## src/srfa_pkg.sv

```systemverilog
// ----------------------------------------------------------------------------
// srfa_pkg
// Shared types and constants of the serial receive frame assembler.
// ----------------------------------------------------------------------------
package srfa_pkg;

    localparam int DEPTH_DEFAULT = 64;

    localparam int FUNC_W   = 2;
    localparam int BYTE_W   = 8;
    localparam int RIDX_W   = 6;
    localparam int LEN_W    = 7;
    localparam int TICKS_W  = 7;
    localparam int CFG_IDX_W = 2;
    localparam int CFG_DAT_W = 8;

    typedef enum logic [FUNC_W-1:0] {
        FUNC_BYTE    = 2'd0,
        FUNC_TICK    = 2'd1,
        FUNC_RELEASE = 2'd2,
        FUNC_READ    = 2'd3
    } func_t;

    typedef enum logic [1:0] {
        CAUSE_NONE    = 2'd0,
        CAUSE_TERM    = 2'd1,
        CAUSE_TIMEOUT = 2'd2,
        CAUSE_FULL    = 2'd3
    } cause_t;

    typedef enum logic [CFG_IDX_W-1:0] {
        REG_TIMEOUT_TICKS = 2'd0,
        REG_TERM_ENABLE   = 2'd1,
        REG_FIRST_TERM    = 2'd2,
        REG_SECOND_TERM   = 2'd3
    } reg_idx_t;

    localparam logic [TICKS_W-1:0] TICKS_RESET      = 7'd10;
    localparam logic               TERM_EN_RESET    = 1'b1;
    localparam logic [BYTE_W-1:0]  FIRST_TERM_RESET = 8'h0D;
    localparam logic [BYTE_W-1:0]  SECOND_TERM_RESET = 8'h0A;

endpackage

```

## src/serial_rx_frame_assembler.sv

```systemverilog
// ----------------------------------------------------------------------------
// serial_rx_frame_assembler
// Collects received bytes into frames; closes on terminator, full buffer
// or idle timeout, and holds the closed frame until it is released.
// ----------------------------------------------------------------------------
//  channel | direction | handshake              | payload
//  in      | input     | in_valid / in_ready    | func, rx_byte, read_index
//  out     | output    | out_valid / out_ready  | read_data, frame_ready,
//          |           |                        | frame_length, frame_cause,
//          |           |                        | receiving
//  cfg     | input     | cfg_write_en           | cfg_index, cfg_data
//
// One item per cycle while the output is not stalled; an item's result is
// offered after the input register, then the state update and buffer access.
// The buffer read port is registered alongside the state registers.
// Reset clears control state and loads the register defaults; the buffer
// holds no reset value. A stalled output holds one result while one more
// item waits in the input register.
// ----------------------------------------------------------------------------
module serial_rx_frame_assembler
    import srfa_pkg::*;
#(
    parameter int BUFFER_DEPTH = DEPTH_DEFAULT
)
(
    input  logic                 clk,
    input  logic                 rst_n,

    input  logic                 in_valid,
    output logic                 in_ready,
    input  logic [FUNC_W-1:0]    func,
    input  logic [BYTE_W-1:0]    rx_byte,
    input  logic [RIDX_W-1:0]    read_index,

    output logic                 out_valid,
    input  logic                 out_ready,
    output logic [BYTE_W-1:0]    read_data,
    output logic                 frame_ready,
    output logic [LEN_W-1:0]     frame_length,
    output logic [1:0]           frame_cause,
    output logic                 receiving,

    input  logic                 cfg_write_en,
    input  logic [CFG_IDX_W-1:0] cfg_index,
    input  logic [CFG_DAT_W-1:0] cfg_data
);

    localparam int AW = (BUFFER_DEPTH > 1) ? $clog2(BUFFER_DEPTH) : 1;
    localparam int WW = $clog2(BUFFER_DEPTH + 1);
    localparam int CW = (WW > 9) ? WW : 9;

    // configuration
    logic [TICKS_W-1:0] ticks_reg;
    logic               term_en_reg;
    logic [BYTE_W-1:0]  first_term_reg;
    logic [BYTE_W-1:0]  second_term_reg;

    // input register
    logic               s1_valid_reg;
    func_t              s1_func_reg;
    logic [BYTE_W-1:0]  s1_byte_reg;
    logic [RIDX_W-1:0]  s1_idx_reg;

    // frame state
    logic [WW-1:0]      wr_idx_reg,  wr_idx_next;
    logic [BYTE_W-1:0]  prev_reg,    prev_next;
    logic [LEN_W-1:0]   held_len_reg, held_len_next;
    logic               held_reg,    held_next;
    cause_t             cause_reg,   cause_next;
    logic               in_frame_reg, in_frame_next;
    logic [TICKS_W-1:0] tleft_reg,   tleft_next;

    logic               out_valid_reg;
    logic [BYTE_W-1:0]  rd_data_reg;

    logic [BYTE_W-1:0]  rx_buffer [BUFFER_DEPTH];

    logic               advance;
    logic               store_byte;
    logic [WW-1:0]      wr_idx_inc;
    logic               read_hit;
    logic [AW-1:0]      rd_addr;
    logic [AW-1:0]      wr_addr;

    assign advance  = s1_valid_reg && (!out_valid_reg || out_ready);
    assign in_ready = !s1_valid_reg || advance;

    assign wr_idx_inc = wr_idx_reg + 1'b1;
    assign wr_addr    = wr_idx_reg[AW-1:0];
    assign rd_addr    = AW'(s1_idx_reg);
    assign read_hit   = (s1_func_reg == FUNC_READ) &&
                        (CW'(s1_idx_reg) < CW'(BUFFER_DEPTH));

    always_comb
    begin
        wr_idx_next   = wr_idx_reg;
        prev_next     = prev_reg;
        held_len_next = held_len_reg;
        held_next     = held_reg;
        cause_next    = cause_reg;
        in_frame_next = in_frame_reg;
        tleft_next    = tleft_reg;
        store_byte    = 1'b0;

        case (s1_func_reg)
            FUNC_BYTE:
            begin
                if (held_reg)
                begin
                    // drop the byte while a frame is held
                    in_frame_next = 1'b0;
                    tleft_next    = ticks_reg;
                end
                else if (wr_idx_reg != '0 && tleft_reg == '0)
                begin
                    // silence ran out: close, drop the byte
                    held_next     = 1'b1;
                    held_len_next = LEN_W'(wr_idx_reg);
                    cause_next    = CAUSE_TIMEOUT;
                    wr_idx_next   = '0;
                    in_frame_next = 1'b0;
                end
                else
                begin
                    store_byte = 1'b1;
                    tleft_next = ticks_reg;
                    prev_next  = s1_byte_reg;
                    if (wr_idx_reg == '0)
                    begin
                        in_frame_next = 1'b1;
                    end
                    if (wr_idx_reg != '0 && term_en_reg &&
                        prev_reg == first_term_reg && s1_byte_reg == second_term_reg)
                    begin
                        held_next     = 1'b1;
                        held_len_next = LEN_W'(wr_idx_inc);
                        cause_next    = CAUSE_TERM;
                        wr_idx_next   = '0;
                        in_frame_next = 1'b0;
                    end
                    else if (wr_idx_inc == WW'(BUFFER_DEPTH))
                    begin
                        held_next     = 1'b1;
                        held_len_next = LEN_W'(wr_idx_inc);
                        cause_next    = CAUSE_FULL;
                        wr_idx_next   = '0;
                        in_frame_next = 1'b0;
                    end
                    else
                    begin
                        wr_idx_next = wr_idx_inc;
                    end
                end
            end
            FUNC_TICK:
            begin
                if (tleft_reg != '0)
                begin
                    tleft_next = tleft_reg - 1'b1;
                end
            end
            FUNC_RELEASE:
            begin
                if (held_reg)
                begin
                    held_next     = 1'b0;
                    held_len_next = '0;
                    cause_next    = CAUSE_NONE;
                    tleft_next    = ticks_reg;
                end
            end
            default:
            begin
            end
        endcase
    end

    always_ff @(posedge clk or negedge rst_n)
    begin
        if (!rst_n)
        begin
            ticks_reg       <= TICKS_RESET;
            term_en_reg     <= TERM_EN_RESET;
            first_term_reg  <= FIRST_TERM_RESET;
            second_term_reg <= SECOND_TERM_RESET;
        end
        else if (cfg_write_en)
        begin
            case (reg_idx_t'(cfg_index))
                REG_TIMEOUT_TICKS: ticks_reg       <= cfg_data[TICKS_W-1:0];
                REG_TERM_ENABLE:   term_en_reg     <= cfg_data[0];
                REG_FIRST_TERM:    first_term_reg  <= cfg_data;
                REG_SECOND_TERM:   second_term_reg <= cfg_data;
                default:
                begin
                end
            endcase
        end
    end

    always_ff @(posedge clk or negedge rst_n)
    begin
        if (!rst_n)
        begin
            s1_valid_reg  <= 1'b0;
            out_valid_reg <= 1'b0;
            wr_idx_reg    <= '0;
            prev_reg      <= '0;
            held_len_reg  <= '0;
            held_reg      <= 1'b0;
            cause_reg     <= CAUSE_NONE;
            in_frame_reg  <= 1'b0;
            tleft_reg     <= '0;
        end
        else
        begin
            if (in_ready)
            begin
                s1_valid_reg <= in_valid;
            end
            if (advance)
            begin
                out_valid_reg <= 1'b1;
            end
            else if (out_ready)
            begin
                out_valid_reg <= 1'b0;
            end
            if (advance)
            begin
                wr_idx_reg   <= wr_idx_next;
                prev_reg     <= prev_next;
                held_len_reg <= held_len_next;
                held_reg     <= held_next;
                cause_reg    <= cause_next;
                in_frame_reg <= in_frame_next;
                tleft_reg    <= tleft_next;
            end
        end
    end

    // payload of the input register
    always_ff @(posedge clk)
    begin
        if (in_ready && in_valid)
        begin
            s1_func_reg <= func_t'(func);
            s1_byte_reg <= rx_byte;
            s1_idx_reg  <= read_index;
        end
    end

    // buffer: one write and one registered read port
    always_ff @(posedge clk)
    begin
        if (advance && store_byte)
        begin
            rx_buffer[wr_addr] <= s1_byte_reg;
        end
        if (advance)
        begin
            if (read_hit)
            begin
                rd_data_reg <= rx_buffer[rd_addr];
            end
            else
            begin
                rd_data_reg <= '0;
            end
        end
    end

    assign out_valid    = out_valid_reg;
    assign read_data    = rd_data_reg;
    assign frame_ready  = held_reg;
    assign frame_length = held_len_reg;
    assign frame_cause  = cause_reg;
    assign receiving    = in_frame_reg;

endmodule
```

## config.mk

```make
export PLATFORM = sky130hd
export DESIGN_NAME = serial_rx_frame_assembler
export DESIGN_NICKNAME = d
export VERILOG_FILES = /design/src/srfa_pkg.sv /design/src/serial_rx_frame_assembler.sv
export SDC_FILE = /design/constraint.sdc
export NUM_CORES = 1
export LEC_CHECK = 0
export BUFFER_PORTS_ARGS = -buffer_cell sky130_fd_sc_hd__buf_2
export CAP_MARGIN = 20
export CORE_ASPECT_RATIO = 1.2
export CORE_UTILIZATION = 47
export CTS_CLUSTER_DIAMETER = 200
export CTS_CLUSTER_SIZE = 16
export DETAILED_ROUTE_END_ITERATION = 16
export GPL_TIMING_DRIVEN = 0
export PLACE_DENSITY_LB_ADDON = 0.3
export SYNTH_ARGS = -nofsm -noshare
export SYNTH_HDL_FRONTEND = slang
export SYNTH_SLANG_ARGS = --single-unit
```

## constraint.sdc

```tcl
create_clock -name clk -period 3.9 [get_ports clk]
set_input_delay 0.585 -clock clk [delete_from_list [all_inputs] [get_ports clk]]
set_output_delay 0.585 -clock clk [all_outputs]
set_load 0.01 [all_outputs]
```

==> flow_summary.toml, run 1 <==
[setup_path]
worst_ep_required_time_ns = 4.08
start_kind = "flip-flop"
critPathCaptureType = "flip-flop"
rrSetupSlack_ns = 0.09
crit_fanout = 11
path_class = "reg -> reg"
cp.arrival_ns = 3.99

[logic_synthesis]
synth_top_cell_by_area = "edfxtp_1"
synthArstFlopShare = 0.0992
syn_avg_cell_area_um2 = 19.8
ys_ff_latch = 595
yosysSeqAreaShare = 0.742
yosysMostFrequentCell = "edfxtp_1"
synth_top_area_frac = 0.679
synth_area_leaders = "edfxtp_1, mux4_2, dfrtp_1, nor2_1, mux2_2"
syn_inst = 1198
ys_types = 59
synth_commonest_cells = "edfxtp_1, mux4_2, nor2_1, dfrtp_1, mux2_2"
ys_dominant_reg_cell = "edfxtp_1"
synth_edf_count = 536
synth_warnings = 0
synth_nets = 1233
synth_area_um2 = 23700

[cells_and_area]
seq_area_um2 = 17600
regMostFlops = "rx_buffer"
nNetsFinal = 1347
syn_to_final_growth_pct = 11.5
fin_area_um2 = 26400
fillers = 3908
insertedDiodeCount = 0
drive_gt1_frac = 0.245
final_cells = 1969
largest_reg_flops = 512
multiInputGateArea_um2 = 5750

[min_path]
hp-class = "in -> reg"

[outcome]
outcome = "complete, no violations"

[floorplan]
coreArea_um2 = 49400
start_util = 0.479
fp.dieH_um = 248
num_io_pins = 52
row_count = 89
die_area_um2 = 51300
die_x_um = 207

[power_and_ir_drop]
p_clk_frac = 0.321
seqPwrFrac = 0.567
pwr-share-comb = 0.112
intPower_uw = 9840
p_leak_uw = 0.00855
total_power_uw = 13000
p_per_area_nw_per_um2 = 491
vdd_ir_drop_max_mv = 0.364
swShare = 0.242
p_sw_uw = 3140

[drt]
wl_per_cell_um = 27.3
drt_first_pass_iters = 7
drc_errors = 0
via_count = 12000
ant_nets = 0
wirelength_um = 53900
vias_per_cell = 6.08
drt_iter0_drc = 1169

[cts]
clk_pin_slew_ns = 0.07
clock-sinks = 595
clockRootBuffer = "clkbuf_16"
htree_levels = 2
cts_tree = "built"
clock_latency_ns = 0.58
post_cts_buffers = 0
clockBufferDepth = 3
cts_made_buffers = 43

[sta]
finalHoldViolations = 0
finClkSkew_ns = 0.0331
setup_tns_ns = 0
rsz0062_at_grt = "yes"
tightest_slew_ns = 1.11
min_period_over_period = 0.977
fin_crit_ns = 3.81
fmax_ghz = 0.263
layout_setup_ws_ns = 0.0912
setup_viol = 0
slew_viol_final = 0
maxSlewHeadroom = 0.260

[placement]
dp_cells = 1903
dp_hpwl_um = 36800
portBuffers = 51
place_area_um2 = 25200
gp_congestion = 0.966
post-place-ws_ns = -0.153

[grt]
antenna_found_initial = 0
grt_use_total = 0.218
grt_max_degree = 42
grt_pass1_vias = 12100
overflow = 0
grt_pass1_wl_um = 79800

[job]
drv_cap = 0
## metal layers
layer,vias to the layer above,track usage,part of all wire
met5,-,0,0
li1,5098,-,-
met3,87,0.0319,0.062
met4,0,0.0655,0.028
met1,6320,0.300,0.41
met2,476,0.360,0.50
## cells by family after synthesis
logic type      Yosys count  share of synthesized area
flops                   595                      0.742
xor+xnor                 23                    0.00850
fa+ha+maj                 4                    0.00211
buf+inv                  69                     0.0155
simple gates            201                     0.0419
mux                     209                      0.164
compound gates           97                     0.0260
## through the flow
stage           util  hold slack, ns
6_report       0.534           0.182
4_1_cts        0.534           0.161
3_5_place_dp   0.510           0.475
3_3_place_gp   0.501           0.471
2_1_floorplan      -           0.289
5_1_grt        0.534           0.166
## power groups by stage
stage / clock [uW] / sequential [uW] / combinational (uW)
2_1_floorplan: 0 / 7500 / 839
3_3_place_gp: 0 / 7560 / 1280
3_5_place_dp: 0 / 7500 / 1440
4_1_cts: 4240 / 7360 / 1450
5_1_grt: 4440 / 7380 / 1550
6_report: 4170 / 7360 / 1450
## final cells by class
type / count / share of cell area
timing repair buffer: 69 / 0.0267
clock inverter: 3 / 0.00156
buffer: 61 / 0.0128
inverter: 8 / 0.00114
tap: 637 / 0.0302
sequential: 595 / 0.666
clock buffer: 62 / 0.0442
multi-input combinational: 534 / 0.218
## cells in the final DEF, fill, tap and decap left out, drive strengths merged, types with 4 or more instances in the layout
cell,netlist,routed
xor2,4,4
a221oi,5,5
nand2,17,17
and3,8,8
nor3,11,11
clkbuf,19,81
a31oi,10,10
xnor2,19,19
edfxtp,536,536
ha,4,4
nor3b,4,4
inv,7,8
nand3,14,14
dfrtp,51,51
o21ai,25,25
or3,10,10
a21oi,19,19
mux2i,31,31
nor2b,4,4
nand3b,11,11
a22oi,6,6
nor2,102,102
nand2b,6,6
mux2,41,41
nand4,5,5
o22ai,8,8
dfstp,8,8
mux4,137,137
buf,42,110
a211oi,8,8
## worst max-delay path, stage by stage (launching register included)
cell      delay, ns
dfrtp_1        0.40
nand2b_1       0.09
nand2_1        0.12
inv_1          0.48
nand3_1        0.39
nor2_4         0.39
buf_2          0.28
nand4b_1       0.44
nor2_1         0.80
## path summary, 6_finish.rpt
| path | startpoint | endpoint | cells past startpoint |
|---|---|---|---|
| max in group asynchronous | rst_n | second_term_reg[1] | 3 |
| worst min-delay path | rx_byte[1] | s1_byte_reg[1] | 1 |
| min in group asynchronous | rst_n | frame_cause[1] | 2 |
| worst max register to register | out_valid | rx_buffer[48][4] | 8 |
| worst min register to register | frame_length[2] | frame_length[2] | 1 |
| worst max-delay path | out_valid | rx_buffer[48][4] | 8 |
## repair_timing
action | 4_1_cts | 5_1_grt
endpoints found under the setup margin | 0 | 72
endpoints found under the hold margin | 18 | 0
gates resized for setup | 0 | 1
hold buffers | 1 | 0
Note: power is estimated with default switching activity, not from simulation.
==> run 2: changes to the inputs <==
Settings changed: SETUP_SLACK_MARGIN set to 0.4.
==> run 2 against run 1 <==
  * Cell count increased by 0.36%
  * Total power increased by 0.39%
  * Sequential power about the same
  * Cell area increased by 1.2%
  * Clock skew decreased by 0.0030 ns
  * Clock power about the same
  * Register-to-register slack improved by 0.27 ns
  * Worst setup slack improved by 0.27 ns
  * Flip-flop and latch count unchanged
  * Sequential share of layout area decreased by 0.80 points
  * Critical path depth decreased by 1
  * Utilization increased by 0.65 points
  * Critical path type unchanged
  * Critical endpoint is now rx_buffer[8][1]
  * Largest power group unchanged
==> flow_summary.toml, run 2 (same netlist as run 1, synthesis figures left out) <==
[grt]
grt_pass1_wl_um = 80100
overflow = 0
antenna_found_initial = 0
grt_max_degree = 42
grt_use_total = 0.218
grt_pass1_vias = 12200

[sta]
slew_viol_final = 0
tightest_slew_ns = 1.29
setup_viol = 0
rsz0062_at_grt = "yes"
finClkSkew_ns = 0.0301
fmax_ghz = 0.283
fin_crit_ns = 3.54
finalHoldViolations = 0
maxSlewHeadroom = 0.138
min_period_over_period = 0.907

[cells_and_area]
layout.cells.most_common = "edfxtp_1"
regMostFlops = "rx_buffer"
fin_area_um2 = 26700
largest_reg_flops = 512
final_cells = 1976
insertedDiodeCount = 0
final_cell_mix = "edfxtp_1, mux4_2, buf_2"
drive_gt1_frac = 0.286
syn_to_final_growth_pct = 12.8
nNetsFinal = 1354

[setup_path]
r2r_start = "out_valid"
worst_ep_required_time_ns = 4.10
start_kind = "flip-flop"
critPathCaptureType = "flip-flop"
path_class = "reg -> reg"
cp.arrival_ns = 3.74
r2r_cells = 7
rr_endpoint = "rx_buffer[8][1]"
rrSetupSlack_ns = 0.36
crit_fanout = 11

[power_and_ir_drop]
vdd_ir_drop_max_mv = 0.363
p_per_area_nw_per_um2 = 487
p_leak_uw = 0.00860

[cts]
clock-sinks = 595
clock_latency_ns = 0.58
clockRootBuffer = "clkbuf_16"
cts_tree = "built"
clockBufferDepth = 3
clk_pin_slew_ns = 0.07
htree_levels = 2
cts_made_buffers = 43

[drt]
wl_per_cell_um = 27.3
drc_errors = 0
via_count = 11900
ant_nets = 0
vias_per_cell = 6.05
drt_iter0_drc = 1149
drt_first_pass_iters = 7
wirelength_um = 53900

[min_path]
hp-class = "in -> reg"
holdPathEnd = "s1_byte_reg[1]"
whs_path_depth = 1
hold_path.startpoint = "rx_byte[1]"

[floorplan]
start_util = 0.479
coreArea_um2 = 49400
die_area_um2 = 51300
num_io_pins = 52
fp.dieH_um = 248
die_x_um = 207
row_count = 89

[placement]
dp_hpwl_um = 36800
place_area_um2 = 25200
dp_cells = 1903
gp_congestion = 0.966
portBuffers = 51

[outcome]
outcome = "complete, no violations"

[job]
drv_cap = 0
==> run 2: cell types whose count changed in the layout (fill, tap and decap cells not counted) <==
| cell | previous run | this run |
|---|---|---|
| nor2_1 | 99 | 50 |
| nor2_2 | 1 | 29 |
| nor2_4 | 2 | 23 |
| buf_4 | 11 | 15 |
| buf_12 | 3 | 6 |
| nand3_1 | 14 | 13 |
| nand3_2 | 0 | 1 |
==> run 2: critical path: stages (launching register included) <==
cell	delay, ns
dfrtp_1	0.40
nand2b_1	0.09
nand2_1	0.12
inv_1	0.47
nand3_1	0.39
nor3_1	0.48
nand3b_1	0.39
nor2_1	0.81
==> run 2: per-layer routing <==
layer / global-route usage / share of wire / routed length, um
met1: 0.300 / 0.40 / 21700
met2: 0.363 / 0.50 / 26900
met3: 0.0305 / 0.069 / 3710
met4: 0.0648 / 0.029 / 1550
met5: 0 / 0 / 0
==> run 2: layout make-up <==
cell class | instances | area (um2)
Inverter | 8 | 30.0
Tap cell | 637 | 797
Timing Repair Buffer | 76 | 796
Multi-Input combinational cell | 534 | 5990
Clock inverter | 3 | 41.3
Buffer | 61 | 338
Sequential cell | 595 | 17600
Clock buffer | 62 | 1170
Fill cell | 3871 | 22700
==> run 2: how the worst max path moves through the flow <==
stage                   start               end  slack, ns  cells past startpoint
6_report            out_valid   rx_buffer[8][1]       0.36                      7
2_1_floorplan       out_ready  rx_buffer[52][0]       1.14                      8
3_3_place_gp   s1_byte_reg[5]    frame_cause[0]      -0.09                      7
4_1_cts             out_valid  rx_buffer[24][6]       0.27                      8
3_5_place_dp        out_ready  rx_buffer[52][1]      -0.15                      9
5_1_grt             out_valid   rx_buffer[9][5]       0.13                      7
==> run 2: power by group <==
group	switching, uW	internal [uW]
Clock	2070	2080
Sequential	175	7180
Combinational	942	577
Total	3190	9840
==> run 2: repair_timing <==
item                       in CTS  in global routing
hold endpoints to repair       18                  0
pin swaps                       1                  1
hold buffers                    1                  0
setup buffers                   3                  4
setup endpoints to repair     184                416
gates resized for setup        20                 52
==> run 2: per-stage QoR <==
step | total power, uW | util | hold slack [ns] | setup WS, ns | setup TNS, ns
after floorplan | 8340 | - | 0.289 | 1.14 | 0
after global placement | 8850 | 0.501 | 0.471 | -0.0925 | -2.42
after detailed placement | 8940 | 0.510 | 0.475 | -0.153 | -7.49
after CTS | 13100 | 0.537 | 0.161 | 0.271 | 0
after global routing | 13400 | 0.541 | 0.166 | 0.129 | 0
final | 13000 | 0.541 | 0.184 | 0.361 | 0
